File: src/gtr_pkg.sv
package gtr_pkg;

    localparam int GLYPH_ROWS_DEF  = 16;
    localparam int GLYPH_COUNT_DEF = 256;
    localparam int GLYPH_COLS      = 8;

    localparam logic [7:0] NEWLINE_CODE = 8'h0A;

    localparam int IN_TDATA_W  = 88;
    localparam int IN_TUSER_W  = 2;
    localparam int OUT_TDATA_W = 104;
    localparam int CFG_INDEX_W = 2;
    localparam int CFG_DATA_W  = 64;

    localparam logic [1:0] OP_LOAD   = 2'd0;
    localparam logic [1:0] OP_DRAW   = 2'd1;
    localparam logic [1:0] OP_CURSOR = 2'd2;

    localparam logic [1:0] REG_FRAME_BASE    = 2'd0;
    localparam logic [1:0] REG_SCREEN_WIDTH  = 2'd1;
    localparam logic [1:0] REG_SCREEN_HEIGHT = 2'd2;
    localparam logic [1:0] REG_LINE_PITCH    = 2'd3;

    typedef struct packed {
        logic load_font;
        logic cursor_load;
        logic newline;
        logic draw;
        logic mul;
        logic base;
        logic issue;
    } dp_cmd_t;

    typedef struct packed {
        logic in_newline;
        logic last_issue;
    } dp_sts_t;

endpackage

File: src/gtr_ctrl.sv
module gtr_ctrl
(
    input  logic                               clk,
    input  logic                               rst_n,
    input  logic                               s_axis_tvalid,
    output logic                               s_axis_tready,
    input  logic [gtr_pkg::IN_TUSER_W-1:0]     s_axis_tuser,
    input  gtr_pkg::dp_sts_t                   sts,
    output gtr_pkg::dp_cmd_t                   cmd
);

    typedef enum logic [1:0] {S_IDLE, S_MUL, S_BASE, S_ROWS} state_t;

    state_t state_reg;
    state_t state_next;
    logic   ready_reg;
    logic   take;

    assign s_axis_tready = ready_reg;
    assign take          = s_axis_tvalid && ready_reg;

    always_comb
    begin
        cmd        = '0;
        state_next = state_reg;
        unique case (state_reg)
            S_IDLE:
            begin
                if (take)
                begin
                    unique case (s_axis_tuser)
                        gtr_pkg::OP_LOAD:   cmd.load_font   = 1'b1;
                        gtr_pkg::OP_CURSOR: cmd.cursor_load = 1'b1;
                        gtr_pkg::OP_DRAW:
                        begin
                            if (sts.in_newline)
                            begin
                                cmd.newline = 1'b1;
                            end
                            else
                            begin
                                cmd.draw   = 1'b1;
                                state_next = S_MUL;
                            end
                        end
                        default: ;
                    endcase
                end
            end
            S_MUL:
            begin
                cmd.mul    = 1'b1;
                state_next = S_BASE;
            end
            S_BASE:
            begin
                cmd.base   = 1'b1;
                state_next = S_ROWS;
            end
            S_ROWS:
            begin
                cmd.issue = 1'b1;
                if (sts.last_issue)
                begin
                    state_next = S_IDLE;
                end
            end
            default: state_next = S_IDLE;
        endcase
    end

    always_ff @(posedge clk or negedge rst_n)
    begin
        if (!rst_n)
        begin
            state_reg <= S_IDLE;
            ready_reg <= 1'b1;
        end
        else
        begin
            state_reg <= state_next;
            ready_reg <= (state_next == S_IDLE);
        end
    end

endmodule

File: config.mk
export PLATFORM = sky130hd
export DESIGN_NAME = gtr_ctrl
export DESIGN_NICKNAME = d
export VERILOG_FILES = /design/src/gtr_pkg.sv /design/src/gtr_ctrl.sv
export SDC_FILE = /design/constraint.sdc
export NUM_CORES = 1
export LEC_CHECK = 0
export BUFFER_PORTS_ARGS = -buffer_cell sky130_fd_sc_hd__buf_4
export CAP_MARGIN = 20
export CORE_AREA = 3 3 40 42
export DETAILED_ROUTE_END_ITERATION = 6
export DIE_AREA = 0 0 43 45
export PLACE_DENSITY = 0.42
export SKIP_LAST_GASP = 1
export SYNTH_ARGS = -nofsm -noshare
export SYNTH_HDL_FRONTEND = slang
export SYNTH_SLANG_ARGS = --single-unit
File: constraint.sdc
create_clock -name clk -period 1.6 [get_ports clk]
set_clock_uncertainty 0.15 [all_clocks]
set_input_delay 0.32 -clock clk [delete_from_list [all_inputs] [get_ports clk]]
set_output_delay 0.32 -clock clk [all_outputs]
set_load 0.05 [all_outputs]
==> run_results.csv <==
group,metric,value,unit
final_layout,largest_reg_flops,2,
route,drt_wl_total,579,um
final_layout,final_cells,61,
final_layout,layout-drive-gt1-share,67.39,%
clocking,cts.sinks,3,
global_routing,grt_use_met3,2.390,%
status,status,"finished, violations left",
global_routing,grt_overflow,0,
clocking,cts_tree,"yes",
route,post-route-drc-count,0,
placement,place_ws,-0.03556,ns
sta,fin_ws,-0.2374,ns
synth,synth_nets,26,
clocking,numCtsBuffers,3,
synth,synth_cell_types,13,
placement,placed_area,396.6,um^2
pwr,p_per_area,1628,nW/um^2
clocking,root_buffer,"clkbuf_4",
placement,io_buffers,14,
sta,maxSlewHeadroom,87.71,%
route,avgRoutedWirePerCell,9.492,um
final_layout,regArea,76.32,um^2
global_routing,grt_max_degree,7,
synth,synth.most_common_cell,"nor2_1",
sta,rsz0062_at_grt,"yes",
route,drtIter0Drc,0,
global_routing,grtUsageMet2,10.18,%
synth,synth.cell_area,175.2,um^2
synth,yosys.area.top_type,"dfrtp_1",
sta,hold_viol_final,0,
final_layout,fillers,135,
final_layout,nets,54,
floorplanning,core,1285,um^2
global_routing,grt_antenna_before_repair,0,
route,vias,236,
floorplanning,dieWidth,43,um
floorplanning,dieHeight,45,um
synth,ys.flop_type,"dfrtp_1",
floorplanning,row_count,13,
clocking,cts_buffer_depth,2,
synth,seq_area_frac_synth,43.57,%
min_path,hp-class,"in -> reg",
placement,dp.cells,54,
synth,synth_common_cells,"nor2_1, dfrtp_1, nand2_1, nor2b_1, nor3_1",
synth,synth-seq-cells,3,
min_path,hp-start,"sts[0]",
placement,gp_congestion,0.6353,
global_routing,grt-busiest-layer,"met2",
synth,yosys_warnings,0,
critical_path,rr_startpoint,"s_axis_tready$_DFF_PN1_",
sta,tightestPinTransition,0.1840,ns
final_layout,diodes,0,
floorplanning,io_pins,15,
route,dr.pass1.iters,1,
flow_run,max_cap_viol_count,0,
critical_path,arrival,1.37,ns
final_layout,synthToLayoutAreaGrowth,164.3,%
final_layout,stdcell_area,462.9,um^2
synth,synth_area_leaders,"dfrtp_1, dfstp_2, nor2b_1",
critical_path,path_class,"reg -> out",
final_layout,multiInputGateArea,151.4,um^2
route,ant_nets,0,
clocking,clk_latency,0.23,ns
critical_path,startpoint,"s_axis_tready$_DFF_PN1_",
critical_path,required,1.13,ns
route,viasPerCell,3.869,
sta,fin_crit_sh,114.8,%
synth,async_reset_ff_share,100.0,%
status,violations,"negative setup slack",
global_routing,grt_util_met1,8.010,%
critical_path,cp-end-kind,"output pin",
global_routing,grt_pass1_vias,249,
floorplanning,start_util,13.63,%
clocking,clk_pin_slew_worst_paths,0.04,ns
sta,holdWs,0.2385,ns
synth,postSynthCellCount,19,
critical_path,start_kind,"flop",
global_routing,grt_pass1_wl,966,um
clocking,htreeDepth,1,
global_routing,grt_usage,7.095,%
critical_path,critPathMaxFanout,5,
pwr,ir_drop,879.3,uV
sta,max_freq,544.2,MHz
synth,synth.avg_cell_area,9.219,um^2
floorplanning,die_area,1935,um^2
pwr,power,0.7535,mW
synth,synth_edf_count,0,
sta,final-max-slew-violation-count,0,
sta,period_minus_slack,1.837,ns
synth,netlist.area_leader.share,28.57,%
pwr,p_leak,0.2152,nW
sta,setup_viol,4,
[cell type report]
cell class,count,share of cell area [%]
tap,15,4.054
sequential,3,16.49
timing repair buffer,23,41.08
clock buffer,4,5.676
multi-input combinational,16,32.70
[metrics by stage]
| step | TNS, ns | util (%) |
|---|---|---|
| after floorplan | -1.144 | - |
| after global placement | -0.04381 | 30.87 |
| after detailed placement | -0.07054 | 30.87 |
| after CTS | -0.7815 | 35.44 |
| after global routing | -1.091 | 36.03 |
| final | -0.7936 | 36.03 |
[routing by layer]
| metal | routed length (um) | vias to the layer above |
|---|---|---|
| met3 | 37 | 0 |
| met1 | 240 | 107 |
| met5 | 0 | - |
| met2 | 301 | 7 |
| met4 | 0 | 0 |
| li1 | - | 122 |
[worst max-delay path, stage by stage (launching register included)]
cell and delay [ns]:
dfstp_2 0.54, nand4bb_4 0.19, nor3_4 0.23, buf_6 0.18
[report_power, final]
part / internal, mW / switching [mW] / leakage, nW
logic: 0.193 / 0.289 / 0.168
clock network: 0.0931 / 0.0336 / 0.0150
registers: 0.120 / 0.0245 / 0.0326
total: 0.407 / 0.347 / 0.215
[cell usage in the layout (no fill, tap or decap), drive strengths merged]
cell and instances:
nand4bb 1, or3b 1, nor3b 1, nor2 3, o2bb2ai 1, nor3 2
dfstp 1, nand2 2, nor2b 2, buf 22, dlygate4sd3 1, and2 1
and3 1, clkbuf 4, dfrtp 2, o22a 1
[logic make-up (layout without fill, tap and decap cells)]
logic type	after synthesis	after routing	synth area share (%)
buffers and inverters	0	27	0
flip-flops	3	3	43.58
AO/OA/AOI/OAI	2	2	10.00
AND/OR/NAND/NOR	14	14	46.44
[path summary, 6_finish.rpt]
check                      cells past startpoint  slack (ns)                       to
max in group asynchronous                      2        0.84  s_axis_tready$_DFF_PN1_
max                                            3       -0.24                   cmd[6]
min reg2reg                                    2        0.48   state_reg[0]$_DFF_PN0_
max reg2reg                                    5        0.01  s_axis_tready$_DFF_PN1_
min                                            3        0.24   state_reg[0]$_DFF_PN0_
min in group asynchronous                      2        0.28   state_reg[1]$_DFF_PN0_
[repair_timing]
action | 4_1_cts | 5_1_grt
endpoints found under the setup margin | 4 | 4
setup buffers | 1 | 1
hold buffers | 1 | 0
gates resized for setup | 4 | 0
endpoints found under the hold margin | 3 | 0
pin swaps | 3 | 1
Note: power is estimated with default switching activity, not from simulation.
